**src/hdl/gdft_pkg.sv**
```systemverilog
package gdft_pkg;

  localparam int VERTEX_W = 4;
  localparam int STATUS_W = 2;
  localparam int CFG_W    = 5;
  localparam int UPC_W    = 3;

  localparam logic [CFG_W-1:0] VCOUNT_RESET = CFG_W'(16);

  typedef enum logic [STATUS_W-1:0] {
    ST_VISIT   = 2'd0,
    ST_STORED  = 2'd1,
    ST_DROPPED = 2'd2,
    ST_BAD_SRC = 2'd3
  } status_e;

  // datapath action of one microstep
  typedef enum logic [2:0] {
    OP_NOP    = 3'd0,
    OP_LATCH  = 3'd1,
    OP_EDGE   = 3'd2,
    OP_TSTART = 3'd3,
    OP_TOP    = 3'd4,
    OP_VISIT  = 3'd5,
    OP_FLUSH  = 3'd6
  } op_e;

  // jump condition of one microstep
  typedef enum logic [2:0] {
    C_ALWAYS   = 3'd0,
    C_NO_REQ   = 3'd1,
    C_IS_TRAV  = 3'd2,
    C_SRC_BAD  = 3'd3,
    C_NO_NB    = 3'd4,
    C_DEPTH_NZ = 3'd5
  } cond_e;

  localparam logic [UPC_W-1:0] STEP_FETCH    = 3'd0;
  localparam logic [UPC_W-1:0] STEP_DISPATCH = 3'd1;
  localparam logic [UPC_W-1:0] STEP_EDGE     = 3'd2;
  localparam logic [UPC_W-1:0] STEP_TSTART   = 3'd3;
  localparam logic [UPC_W-1:0] STEP_TOP      = 3'd4;
  localparam logic [UPC_W-1:0] STEP_VISIT    = 3'd5;
  localparam logic [UPC_W-1:0] STEP_POPCHK   = 3'd6;
  localparam logic [UPC_W-1:0] STEP_FINISH   = 3'd7;

  typedef struct packed {
    op_e              op;
    cond_e            cond;
    logic [UPC_W-1:0] target;
  } ctrl_word_t;

  // status from datapath and port side to the sequencer
  typedef struct packed {
    logic req;
    logic is_trav;
    logic src_bad;
    logic no_nb;
    logic depth_nz;
    logic blocked;
  } seq_flags_t;

  typedef struct packed {
    logic                valid;
    logic [VERTEX_W-1:0] vertex;
    status_e             status;
    logic                last;
  } emit_t;

  function automatic ctrl_word_t ucode_rom(logic [UPC_W-1:0] addr);
    ctrl_word_t cw;
    unique case (addr)
      STEP_FETCH:    cw = '{op: OP_LATCH,  cond: C_NO_REQ,   target: STEP_FETCH};
      STEP_DISPATCH: cw = '{op: OP_NOP,    cond: C_IS_TRAV,  target: STEP_TSTART};
      STEP_EDGE:     cw = '{op: OP_EDGE,   cond: C_ALWAYS,   target: STEP_FETCH};
      STEP_TSTART:   cw = '{op: OP_TSTART, cond: C_SRC_BAD,  target: STEP_FETCH};
      STEP_TOP:      cw = '{op: OP_TOP,    cond: C_NO_NB,    target: STEP_POPCHK};
      STEP_VISIT:    cw = '{op: OP_VISIT,  cond: C_ALWAYS,   target: STEP_TOP};
      STEP_POPCHK:   cw = '{op: OP_NOP,    cond: C_DEPTH_NZ, target: STEP_TOP};
      STEP_FINISH:   cw = '{op: OP_FLUSH,  cond: C_ALWAYS,   target: STEP_FETCH};
      default:       cw = '{op: OP_NOP,    cond: C_ALWAYS,   target: STEP_FETCH};
    endcase
    return cw;
  endfunction

endpackage

```
**src/hdl/gdft_useq.sv**
```systemverilog
module gdft_useq
  import gdft_pkg::*;
(
  input  logic       clk_i,
  input  logic       rst_ni,
  input  seq_flags_t flags_i,
  output ctrl_word_t cw_o
);

  logic [UPC_W-1:0] upc_q, upc_d;
  logic             take;

  assign cw_o = ucode_rom(upc_q);

  always_comb begin
    unique case (cw_o.cond)
      C_ALWAYS:   take = 1'b1;
      C_NO_REQ:   take = !flags_i.req;
      C_IS_TRAV:  take = flags_i.is_trav;
      C_SRC_BAD:  take = flags_i.src_bad;
      C_NO_NB:    take = flags_i.no_nb;
      C_DEPTH_NZ: take = flags_i.depth_nz;
      default:    take = 1'b1;
    endcase
  end

  always_comb begin
    if (flags_i.blocked) begin
      upc_d = upc_q;
    end else if (take) begin
      upc_d = cw_o.target;
    end else begin
      upc_d = upc_q + UPC_W'(1);
    end
  end

  always_ff @(posedge clk_i or negedge rst_ni) begin
    if (!rst_ni) begin
      upc_q <= STEP_FETCH;
    end else begin
      upc_q <= upc_d;
    end
  end

endmodule

```
**src/hdl/gdft_dp.sv**
```systemverilog
module gdft_dp
  import gdft_pkg::*;
#(
  parameter int MAX_VERTICES = 16,
  parameter int MAX_DEGREE   = 8
) (
  input  logic                clk_i,
  input  logic                rst_ni,
  input  ctrl_word_t          cw_i,
  input  logic                adv_i,
  input  logic [CFG_W-1:0]    vcount_i,
  input  logic                in_valid_i,
  input  logic                command_i,
  input  logic [VERTEX_W-1:0] edge_from_i,
  input  logic [VERTEX_W-1:0] edge_to_i,
  input  logic [VERTEX_W-1:0] source_vertex_i,
  output emit_t               emit_o,
  output logic                is_trav_o,
  output logic                src_bad_o,
  output logic                no_nb_o,
  output logic                depth_nz_o
);

  // vertex indices are VERTEX_W bits wide, so no more than this many are reachable
  localparam int NV  = (MAX_VERTICES < (1 << VERTEX_W)) ? MAX_VERTICES : (1 << VERTEX_W);
  localparam int VIW = $clog2(NV);
  localparam int DW  = $clog2(MAX_DEGREE + 1);
  localparam int SW  = $clog2(NV + 1);
  localparam int AW  = $clog2(NV * MAX_DEGREE);

  logic                cmd_q;
  logic [VERTEX_W-1:0] u_q, v_q, s_q;
  logic [DW-1:0]       ncnt_q [NV];
  logic [NV-1:0]       visited_q;
  logic [SW-1:0]       depth_q;
  logic [VIW-1:0]      stk_vtx_q [NV];
  logic [DW-1:0]       stk_pos_q [NV];
  logic [VIW-1:0]      nbr_mem [NV * MAX_DEGREE];
  logic [VIW-1:0]      nb_q;
  logic [VIW-1:0]      pend_q;

  logic [VIW-1:0] u_idx, s_idx, top_idx, top_vtx, push_idx;
  logic [DW-1:0]  top_pos, u_cnt;
  logic           edge_ok, has_nb, visit_ok;
  logic [AW-1:0]  waddr, raddr;

  function automatic logic idx_ok(logic [VERTEX_W-1:0] x, logic [CFG_W-1:0] lim);
    return ({1'b0, x} < lim) && (32'(x) < MAX_VERTICES);
  endfunction

  assign u_idx    = u_q[VIW-1:0];
  assign s_idx    = s_q[VIW-1:0];
  assign top_idx  = VIW'(depth_q - SW'(1));
  assign push_idx = depth_q[VIW-1:0];
  assign top_vtx  = stk_vtx_q[top_idx];
  assign top_pos  = stk_pos_q[top_idx];
  assign u_cnt    = ncnt_q[u_idx];

  assign edge_ok  = idx_ok(u_q, vcount_i) && idx_ok(v_q, vcount_i) &&
                    (u_cnt != DW'(MAX_DEGREE));
  assign has_nb   = top_pos < ncnt_q[top_vtx];
  assign visit_ok = idx_ok(VERTEX_W'(nb_q), vcount_i) && !visited_q[nb_q] &&
                    (depth_q != SW'(NV));

  assign waddr = AW'(u_idx) * AW'(MAX_DEGREE) + AW'(u_cnt);
  assign raddr = AW'(top_vtx) * AW'(MAX_DEGREE) + AW'(top_pos);

  assign is_trav_o  = cmd_q;
  assign src_bad_o  = !idx_ok(s_q, vcount_i);
  assign no_nb_o    = !has_nb;
  assign depth_nz_o = depth_q != '0;

  always_comb begin
    emit_o = '{valid: 1'b0, vertex: '0, status: ST_VISIT, last: 1'b1};
    unique case (cw_i.op)
      OP_EDGE: begin
        emit_o.valid  = 1'b1;
        emit_o.status = edge_ok ? ST_STORED : ST_DROPPED;
      end
      OP_TSTART: begin
        emit_o.valid  = src_bad_o;
        emit_o.status = ST_BAD_SRC;
      end
      OP_VISIT: begin
        // a newly reached vertex releases the previous one, not yet last
        emit_o.valid  = visit_ok;
        emit_o.vertex = VERTEX_W'(pend_q);
        emit_o.last   = 1'b0;
      end
      OP_FLUSH: begin
        emit_o.valid  = 1'b1;
        emit_o.vertex = VERTEX_W'(pend_q);
      end
      default: ;
    endcase
  end

  // request capture
  always_ff @(posedge clk_i) begin
    if (cw_i.op == OP_LATCH && in_valid_i) begin
      cmd_q <= command_i;
      u_q   <= edge_from_i;
      v_q   <= edge_to_i;
      s_q   <= source_vertex_i;
    end
  end

  // neighbor list memory: one write, one registered read
  always_ff @(posedge clk_i) begin
    if (adv_i && cw_i.op == OP_EDGE && edge_ok) begin
      nbr_mem[waddr] <= v_q[VIW-1:0];
    end
    if (adv_i && cw_i.op == OP_TOP && has_nb) begin
      nb_q <= nbr_mem[raddr];
    end
  end

  // stack frames and pending visit
  always_ff @(posedge clk_i) begin
    if (adv_i) begin
      unique case (cw_i.op)
        OP_TSTART: begin
          if (!src_bad_o) begin
            stk_vtx_q[0] <= s_idx;
            stk_pos_q[0] <= '0;
            pend_q       <= s_idx;
          end
        end
        OP_TOP: begin
          if (has_nb) begin
            stk_pos_q[top_idx] <= top_pos + DW'(1);
          end
        end
        OP_VISIT: begin
          if (visit_ok) begin
            stk_vtx_q[push_idx] <= nb_q;
            stk_pos_q[push_idx] <= '0;
            pend_q              <= nb_q;
          end
        end
        default: ;
      endcase
    end
  end

  always_ff @(posedge clk_i or negedge rst_ni) begin
    if (!rst_ni) begin
      for (int i = 0; i < NV; i++) begin
        ncnt_q[i] <= '0;
      end
      visited_q <= '0;
      depth_q   <= '0;
    end else if (adv_i) begin
      unique case (cw_i.op)
        OP_EDGE: begin
          if (edge_ok) begin
            ncnt_q[u_idx] <= u_cnt + DW'(1);
          end
        end
        OP_TSTART: begin
          if (!src_bad_o) begin
            // fresh marks with only the source set
            visited_q <= NV'(1) << s_idx;
            depth_q   <= SW'(1);
          end
        end
        OP_TOP: begin
          if (!has_nb) begin
            depth_q <= depth_q - SW'(1);
          end
        end
        OP_VISIT: begin
          if (visit_ok) begin
            visited_q[nb_q] <= 1'b1;
            depth_q         <= depth_q + SW'(1);
          end
        end
        default: ;
      endcase
    end
  end

endmodule

```
**src/hdl/graph_depth_first_traversal_core.sv**
```systemverilog
// Add-edge request: fetch, dispatch and edge microsteps, with the status result registered
// at the output. Source out of range: fetch, dispatch and traversal-start microsteps.
// Traverse request: fetch, dispatch, traversal start, then top and visit per stored neighbor
// examined, top and pop check per stack pop, and finish to flush the final visit; each step
// is one microcode word issue and the neighbor memory read port is used once per examined
// neighbor. Output stalls hold the microstep. One request at a time, taken only at fetch.
// Reset (async, active low): vertex_count 16, neighbor lists empty, no output pending.
module graph_depth_first_traversal_core
  import gdft_pkg::*;
#(
  parameter int MAX_VERTICES = 16,
  parameter int MAX_DEGREE   = 8
) (
  input  logic                clk_i,
  input  logic                rst_ni,
  input  logic                cfg_we_i,
  input  logic [CFG_W-1:0]    cfg_wdata_i,
  input  logic                in_valid_i,
  output logic                in_ready_o,
  input  logic                command_i,
  input  logic [VERTEX_W-1:0] edge_from_i,
  input  logic [VERTEX_W-1:0] edge_to_i,
  input  logic [VERTEX_W-1:0] source_vertex_i,
  output logic                out_valid_o,
  input  logic                out_ready_i,
  output logic [VERTEX_W-1:0] visited_vertex_o,
  output logic [STATUS_W-1:0] status_o,
  output logic                last_o
);

  logic [CFG_W-1:0]    vcount_q;
  logic                out_valid_q;
  logic [VERTEX_W-1:0] out_vtx_q;
  status_e             out_status_q;
  logic                out_last_q;

  ctrl_word_t cw;
  seq_flags_t flags;
  emit_t      emit;
  logic       blocked, adv;
  logic       is_trav, src_bad, no_nb, depth_nz;

  assign blocked    = emit.valid && out_valid_q && !out_ready_i;
  assign adv        = !blocked;
  assign in_ready_o = (cw.op == OP_LATCH);

  assign flags = '{req: in_valid_i, is_trav: is_trav, src_bad: src_bad, no_nb: no_nb,
                   depth_nz: depth_nz, blocked: blocked};

  gdft_useq u_useq (
    .clk_i   (clk_i),
    .rst_ni  (rst_ni),
    .flags_i (flags),
    .cw_o    (cw)
  );

  gdft_dp #(
    .MAX_VERTICES (MAX_VERTICES),
    .MAX_DEGREE   (MAX_DEGREE)
  ) u_dp (
    .clk_i           (clk_i),
    .rst_ni          (rst_ni),
    .cw_i            (cw),
    .adv_i           (adv),
    .vcount_i        (vcount_q),
    .in_valid_i      (in_valid_i),
    .command_i       (command_i),
    .edge_from_i     (edge_from_i),
    .edge_to_i       (edge_to_i),
    .source_vertex_i (source_vertex_i),
    .emit_o          (emit),
    .is_trav_o       (is_trav),
    .src_bad_o       (src_bad),
    .no_nb_o         (no_nb),
    .depth_nz_o      (depth_nz)
  );

  always_ff @(posedge clk_i or negedge rst_ni) begin
    if (!rst_ni) begin
      vcount_q <= VCOUNT_RESET;
    end else if (cfg_we_i) begin
      vcount_q <= cfg_wdata_i;
    end
  end

  always_ff @(posedge clk_i or negedge rst_ni) begin
    if (!rst_ni) begin
      out_valid_q <= 1'b0;
    end else if (emit.valid && adv) begin
      out_valid_q <= 1'b1;
    end else if (out_ready_i) begin
      out_valid_q <= 1'b0;
    end
  end

  always_ff @(posedge clk_i) begin
    if (emit.valid && adv) begin
      out_vtx_q    <= emit.vertex;
      out_status_q <= emit.status;
      out_last_q   <= emit.last;
    end
  end

  assign out_valid_o      = out_valid_q;
  assign visited_vertex_o = out_vtx_q;
  assign status_o         = out_status_q;
  assign last_o           = out_last_q;

  // the sequencer leaves fetch right after taking a request
  assert property (@(posedge clk_i) disable iff (!rst_ni)
    in_valid_i && in_ready_o |=> !in_ready_o)
    else $error("request accepted on back-to-back cycles");

  // a blocked result holds the microstep
  assert property (@(posedge clk_i) disable iff (!rst_ni)
    blocked |=> $stable(cw))
    else $error("microstep advanced while its result was blocked");

  // status-only results carry vertex zero and close their request
  assert property (@(posedge clk_i) disable iff (!rst_ni)
    out_valid_o && (status_o != ST_VISIT) |-> last_o && (visited_vertex_o == '0))
    else $error("malformed status result");

endmodule
```
**config.mk**
```make
export PLATFORM = sky130hd
export DESIGN_NAME = graph_depth_first_traversal_core
export DESIGN_NICKNAME = d
export VERILOG_FILES = /design/src/hdl/gdft_pkg.sv /design/src/hdl/gdft_useq.sv /design/src/hdl/gdft_dp.sv /design/src/hdl/graph_depth_first_traversal_core.sv
export SDC_FILE = /design/constraint.sdc
export NUM_CORES = 1
export LEC_CHECK = 0
export BUFFER_PORTS_ARGS = -buffer_cell sky130_fd_sc_hd__buf_2
export CAP_MARGIN = 20
export CORE_MARGIN = 3
export CORE_UTILIZATION = 40
export CTS_CLUSTER_SIZE = 16
export DETAILED_ROUTE_END_ITERATION = 10
export GPL_TIMING_DRIVEN = 0
export PLACE_DENSITY_LB_ADDON = 0.2
export SETUP_SLACK_MARGIN = 0.5
export SYNTH_ARGS = -nofsm -noshare
export SYNTH_HDL_FRONTEND = slang
export SYNTH_SLANG_ARGS = --single-unit
```
**constraint.sdc**
```tcl
create_clock -name clk_i -period 6.86 [get_ports clk_i]
set_input_delay 2.058 -clock clk_i [delete_from_list [all_inputs] [get_ports clk_i]]
set_output_delay 2.058 -clock clk_i [all_outputs]
set_load 0.05 [all_outputs]
```
==> flow_metrics.env, run 1 <==
export IMPL_cts_buffer_depth=3
export IMPL_crit_slowest_cell="nor4b_4"
export IMPL_wl_per_cell_microns=25.0
export IMPL_via_count=19100
export IMPL_clk_pin_slew_ps=60
export IMPL_die_y_microns=294
export IMPL_ios=32
export IMPL_synth_seq_cells=762
export IMPL_min_to="u_dp.visited_q[7]"
export IMPL_timing_final_crit_share=0.879
export IMPL_drive_above_1_share=0.229
export IMPL_n_antenna_cell=0
export IMPL_fmax_mhz=166
export IMPL_antenna_found_initial=0
export IMPL_path_buf_inv=4
export IMPL_synth_edf_count=668
export IMPL_grt_max_degree=51
export IMPL_dp_hpwl_microns=59700
export IMPL_grt_pass1_vias=19700
export IMPL_layout_commonest_cell="edfxtp_1"
export IMPL_worstRegToRegCells=14
export IMPL_portBuffers=30
export IMPL_final_hold_violation_count=0
export IMPL_syn_to_final_growth_pct=14.9
export IMPL_mostFrequentLayoutCells="edfxtp_1 (668), mux2i_1 (216), mux2_2 (202)"
export IMPL_nets=2301
export IMPL_ys_flop_type="edfxtp_1"
export IMPL_drt_total_wl_microns=84300
export IMPL_cp_start_kind="flop"
export IMPL_yosysUniqueCellTypes=63
export IMPL_num_rows=104
export IMPL_min_path_type="flop to flop"
export IMPL_cap_violations=0
export IMPL_routabilityCongestion=0.838
export IMPL_status="finished clean"
export IMPL_r2r_end="u_dp.nbr_mem[49][3]"
export IMPL_cp_top_family="buffers and inverters"
export IMPL_die_area_sq_um=86200
export IMPL_synth_area_sq_um=33100
export IMPL_dieWidth_microns=294
export IMPL_cp_slowest_stage_delay_ps=630
export IMPL_synthCells=2102
export IMPL_skew_ps=31.3
export IMPL_insertion_delay_ps=640
export IMPL_timing_rr_start="u_dp.u_idx[1]"
export IMPL_critPathKind="flop to flop"
export IMPL_grt_overflow=0
export IMPL_path_common_cell="clkbuf_1"
export IMPL_synth_warnings=0
export IMPL_cts_tree="built"
export IMPL_synth_area_per_cell_sq_um=15.7
export IMPL_async_flop_share=0.123
export IMPL_drc=0
export IMPL_ys_seq_area_frac=0.678
export IMPL_grt_pass1_wl_microns=126000
export IMPL_syn_nets=2156
export IMPL_drt_iter0_drc=1487
export IMPL_root_buffer="clkbuf_16"
export IMPL_period_needed_ps=6030
export IMPL_grt_usage=0.196
export IMPL_dr_pass1_iters=8
export IMPL_final_util=0.468
export IMPL_cp_end_kind="flop"
export IMPL_coreArea_sq_um=81200
export IMPL_crit_path_max_fanout=10
export IMPL_htreeDepth=3
export IMPL_cts_buffers=81
export IMPL_rrSetupSlack_ps=830
export IMPL_finalMaxSlewViolations=0
export IMPL_cp_arrival_ps=6310
export IMPL_min_from="u_dp.visited_q[7]"
export IMPL_cts_sinks=762
export IMPL_rsz0062_at_grt="false"
export IMPL_final_setup_viol_count=0
export IMPL_path_cells="clkbuf_1 > clkbuf_1 > mux4_2 > mux2i_1 > nand2_1 > o21ai_1 > clkbuf_1 > ha_1 > nand3b_1 > o21ai_1 > nor4b_4 > nand3_1 > clkbuf_2 > nor2_1"
export IMPL_vias_per_cell=5.66
export IMPL_start_util=0.407
export IMPL_ant_nets=0
export IMPL_relSlewSlack=0.187
export IMPL_min_path_cells=2
export IMPL_worst_ep_required_time_ps=7140
export IMPL_worstMarginPinSlew_ps=1220
cells by family (layout without fill, tap and decap cells):
group / count (synthesis) / in the layout / share of synthesized area
multiplexers: 491 / 491 / 0.179
adder cells (fa/ha/maj): 31 / 31 / 0.0117
AND/OR/NAND/NOR: 391 / 391 / 0.0523
XOR/XNOR: 11 / 11 / 0.00348
flip-flops: 762 / 762 / 0.678
buffers and inverters: 137 / 345 / 0.0177
AO/OA/AOI/OAI: 279 / 279 / 0.0581
flip-flops by register name, indices dropped and copies added (netlist names), 2 cells and up:
| signal | count |
|---|---|
| u_dp.nbr_mem | 512 |
| u_dp.ncnt_q | 64 |
| u_dp.stk_pos_q | 64 |
| u_dp.stk_vtx_q | 64 |
| u_dp.visited_q | 16 |
| u_dp.depth_q | 5 |
| vcount_q | 5 |
| u_dp.nb_q | 4 |
| u_dp.pend_q | 4 |
| u_dp.s_idx | 4 |
| u_dp.u_idx | 4 |
| u_dp.v_q | 4 |
| visited_vertex_o | 4 |
| u_useq.upc_q | 3 |
| status_o | 2 |
routing by layer:
metal / track usage / wire, microns
met1: 0.277 / 38000
met4: 0.0517 / 1710
met5: 0 / 0
met2: 0.322 / 40200
met3: 0.0283 / 4360
cell usage after synthesis, types with 13 or more instances:
cell type    n  area [sq um]
nor2_1     196           736
nand3_1     24           120
ha_1        31           388
a221oi_1    64           561
dfrtp_1     93          2330
mux2_2     202          2270
mux2i_1    217          2170
nor2b_1     17           106
edfxtp_1   668         20100
o21ai_0     33           165
mux2_1      13           146
inv_1       20          75.1
a21oi_1     55           275
o22ai_1     67           419
clkbuf_1    63           236
nand2_1     88           330
mux4_2      59          1330
nor3_1      16          80.1
buf_2       39           195
nand2b_1    14          87.6
what timing repair did:
action	CTS	global route
endpoints found under the setup margin	304	179
hold buffers	0	0
buffers inserted	5	2
pin swaps	4	3
resized for setup	50	12
per-stage QoR:
stage / hold slack, ps / TNS (ps) / cells / setup WS, ps / instance area [sq um]
after global routing: 542 / 0 / 3370 / 506 / 38000
final: 523 / 0 / 3370 / 829 / 38000
after detailed placement: 512 / -177560 / 3217 / -1910 / 35100
after global placement: 494 / -363480 / 3192 / -2120 / 34600
after floorplan: 481 / 0 / 2102 / 775 / 33100
after CTS: 521 / 0 / 3368 / 501 / 37900
how the worst max path moves through the flow:
stage | startpoint | to | slack, ps | cells after the start
2_1_floorplan | u_dp.depth_q[0] | u_dp.stk_pos_q[3][0] | 770 | 20
3_5_place_dp | u_dp.depth_q[0] | u_dp.stk_pos_q[3][1] | -1910 | 22
6_report | u_dp.u_idx[1] | u_dp.nbr_mem[49][3] | 830 | 14
4_1_cts | u_dp.depth_q[0] | u_dp.stk_pos_q[9][0] | 500 | 23
5_1_grt | u_dp.depth_q[0] | u_dp.stk_pos_q[4][0] | 510 | 24
3_3_place_gp | u_dp.depth_q[0] | u_dp.stk_pos_q[3][1] | -2120 | 21
final cells by class:
type	count	area, sq um
plain buffers	116	542
clock buffers	104	2180
clock inverters	42	398
fillers	7023	43200
inverters	21	78.8
multi-input cells	1203	10300
flip-flops and latches	762	22400
well taps	1060	1330
repair buffers	62	791
worst reg2reg max path, stage by stage (launching register included):
cell      delay (ps)
edfxtp_1         520
clkbuf_1         600
clkbuf_1         570
mux4_2           340
mux2i_1           70
nand2_1           90
o21ai_1          260
clkbuf_1         340
ha_1             270
nand3b_1          80
o21ai_1          220
nor4b_4          640
nand3_1          610
clkbuf_2         590
nor2_1           500
Power of run 1 is not shown: default switching activity piles up to over one toggle a cycle in this logic, so the estimate is an artifact.
==> run 2: changes to the inputs <==
CORE_UTILIZATION = 55   (was 40)
CTS_BUF_LIST = sky130_fd_sc_hd__clkbuf_2   (was default)
==> flow_metrics.env, run 2 (same netlist as run 1, synthesis figures left out) <==
export IMPL_cts_buffers=189
export IMPL_final_setup_viol_count=0
export IMPL_grt_pass1_vias=20700
export IMPL_worstRegToRegCells=18
export IMPL_dp_hpwl_microns=56800
export IMPL_critPathKind="flop to flop"
export IMPL_fill_cells=4457
export IMPL_holdBufCountCts=0
export IMPL_grt_overflow=0
export IMPL_cts_sinks=762
export IMPL_timing_final_crit_share=0.909
export IMPL_worst_ep_required_time_ps=7990
export IMPL_via_count=20200
export IMPL_mostFrequentLayoutCells="edfxtp_1 (668), clkbuf_2 (263), mux2i_1 (216)"
export IMPL_start_util=0.558
export IMPL_fmax_mhz=160
export IMPL_routabilityCongestion=0.878
export IMPL_dr_pass1_iters=7
export IMPL_layout_commonest_cell="edfxtp_1"
export IMPL_hold_ws_ps=529
export IMPL_portBuffers=30
export IMPL_relSlewSlack=0.268
export IMPL_cp_end_kind="flop"
export IMPL_ant_nets=0
export IMPL_drt_iter0_drc=1752
export IMPL_vias_per_cell=6.15
export IMPL_antenna_found_initial=3
export IMPL_wl_per_cell_microns=24.9
export IMPL_num_rows=89
export IMPL_insertion_delay_ps=1390
export IMPL_dieWidth_microns=251
export IMPL_die_area_sq_um=63100
export IMPL_rsz0062_at_grt="false"
export IMPL_finalMaxSlewViolations=0
export IMPL_die_y_microns=251
export IMPL_worstMarginPinSlew_ps=1100
export IMPL_htreeDepth=4
export IMPL_final_hold_violation_count=0
export IMPL_min_path_cells=1
export IMPL_root_buffer="clkbuf_2"
export IMPL_grt_pass1_wl_microns=123000
export IMPL_skew_ps=92.9
export IMPL_cp_start_kind="flop"
export IMPL_nets=2409
export IMPL_cap_violations=0
export IMPL_cts_tree="built"
export IMPL_drive_above_1_share=0.277
export IMPL_period_needed_ps=6230
export IMPL_grt_usage=0.263
export IMPL_syn_to_final_growth_pct=11.1
export IMPL_regMostFlops="u_dp.nbr_mem"
export IMPL_grt_max_degree=57
export IMPL_cp_arrival_ps=7360
export IMPL_ios=32
export IMPL_cts_buffer_depth=3
export IMPL_min_path_type="flop to flop"
export IMPL_clk_pin_slew_ps=110
export IMPL_largest_reg_flops=512
export IMPL_coreArea_sq_um=59200
export IMPL_crit_path_max_fanout=10
export IMPL_drt_total_wl_microns=81700
export IMPL_status="finished clean"
export IMPL_drc=0
run 2: changes by cell type in the layout (fill, tap and decap cells not counted), sizes merged:
| cell | change |
|---|---|
| buf | +1 |
| bufinv | -5 |
| clkbuf | +157 |
| clkinv | +40 |
| clkinvlp | +1 |
| diode | +2 |
run 2: layer usage:
metal  global-route usage  up-vias  part of all wire
met2                0.403      943              0.46
met3               0.0716      153             0.090
met1                0.368    10200              0.42
li1                     -     8896                 -
met4               0.0898        4             0.025
met5                    0        -           0.00033
run 2: final timing paths:
path	to	slack, ps	from
worst max-delay path	u_dp.nb_q[1]	630	u_dp.depth_q[0]
max in group asynchronous	u_useq.upc_q[2]	5390	rst_ni
worst min-delay path	u_dp.ncnt_q[23]	530	u_dp.ncnt_q[23]
min in group asynchronous	vcount_q[2]	730	rst_ni
worst min register to register	u_dp.ncnt_q[23]	530	u_dp.ncnt_q[23]
worst max register to register	u_dp.nb_q[1]	630	u_dp.depth_q[0]
run 2: layout make-up:
class / count / area, sq um / area share
Sequential cell: 762 / 22400 / 0.610
Multi-Input combinational cell: 1203 / 10200 / 0.278
Clock buffer: 262 / 1310 / 0.0357
Tap cell: 773 / 967 / 0.0263
Timing Repair Buffer: 62 / 846 / 0.0230
Buffer: 116 / 528 / 0.0144
Clock inverter: 78 / 372 / 0.0101
Inverter: 21 / 78.8 / 0.00215
Antenna cell: 2 / 5.00 / 0.000136
run 2: timing repair:
item                       CTS  global route
buffers inserted             2             1
gates resized for setup     31            16
pin swaps                    2             2
setup endpoints to repair  144           142
run 2: critical path: stages, from the launching register on:
cell and delay [ps]:
dfrtp_1 380, buf_6 160, buf_6 200, inv_1 160, ha_4 360, buf_4 220
buf_2 300, clkbuf_1 580, mux4_2 460, mux4_2 460, buf_2 230, nand2_1 470
buf_2 380, o22ai_1 140, a221oi_1 400, mux2i_1 130, mux2i_1 360, mux2i_1 230
mux2i_1 360
run 2: per-stage QoR:
step / utilization / instance area (sq um) / cells / setup TNS [ps] / worst slack [ps]
final: 0.620 / 36700 / 3279 / 0 / 627
after global routing: 0.620 / 36700 / 3279 / 0 / 492
after CTS: 0.619 / 36700 / 3275 / 0 / 516
after detailed placement: 0.588 / 34900 / 2933 / -103630 / -1360
after global placement: 0.577 / 34200 / 2905 / -247410 / -1700
after floorplan: - / 33100 / 2102 / 0 / 775
Power of run 2 is left out for the same reason.
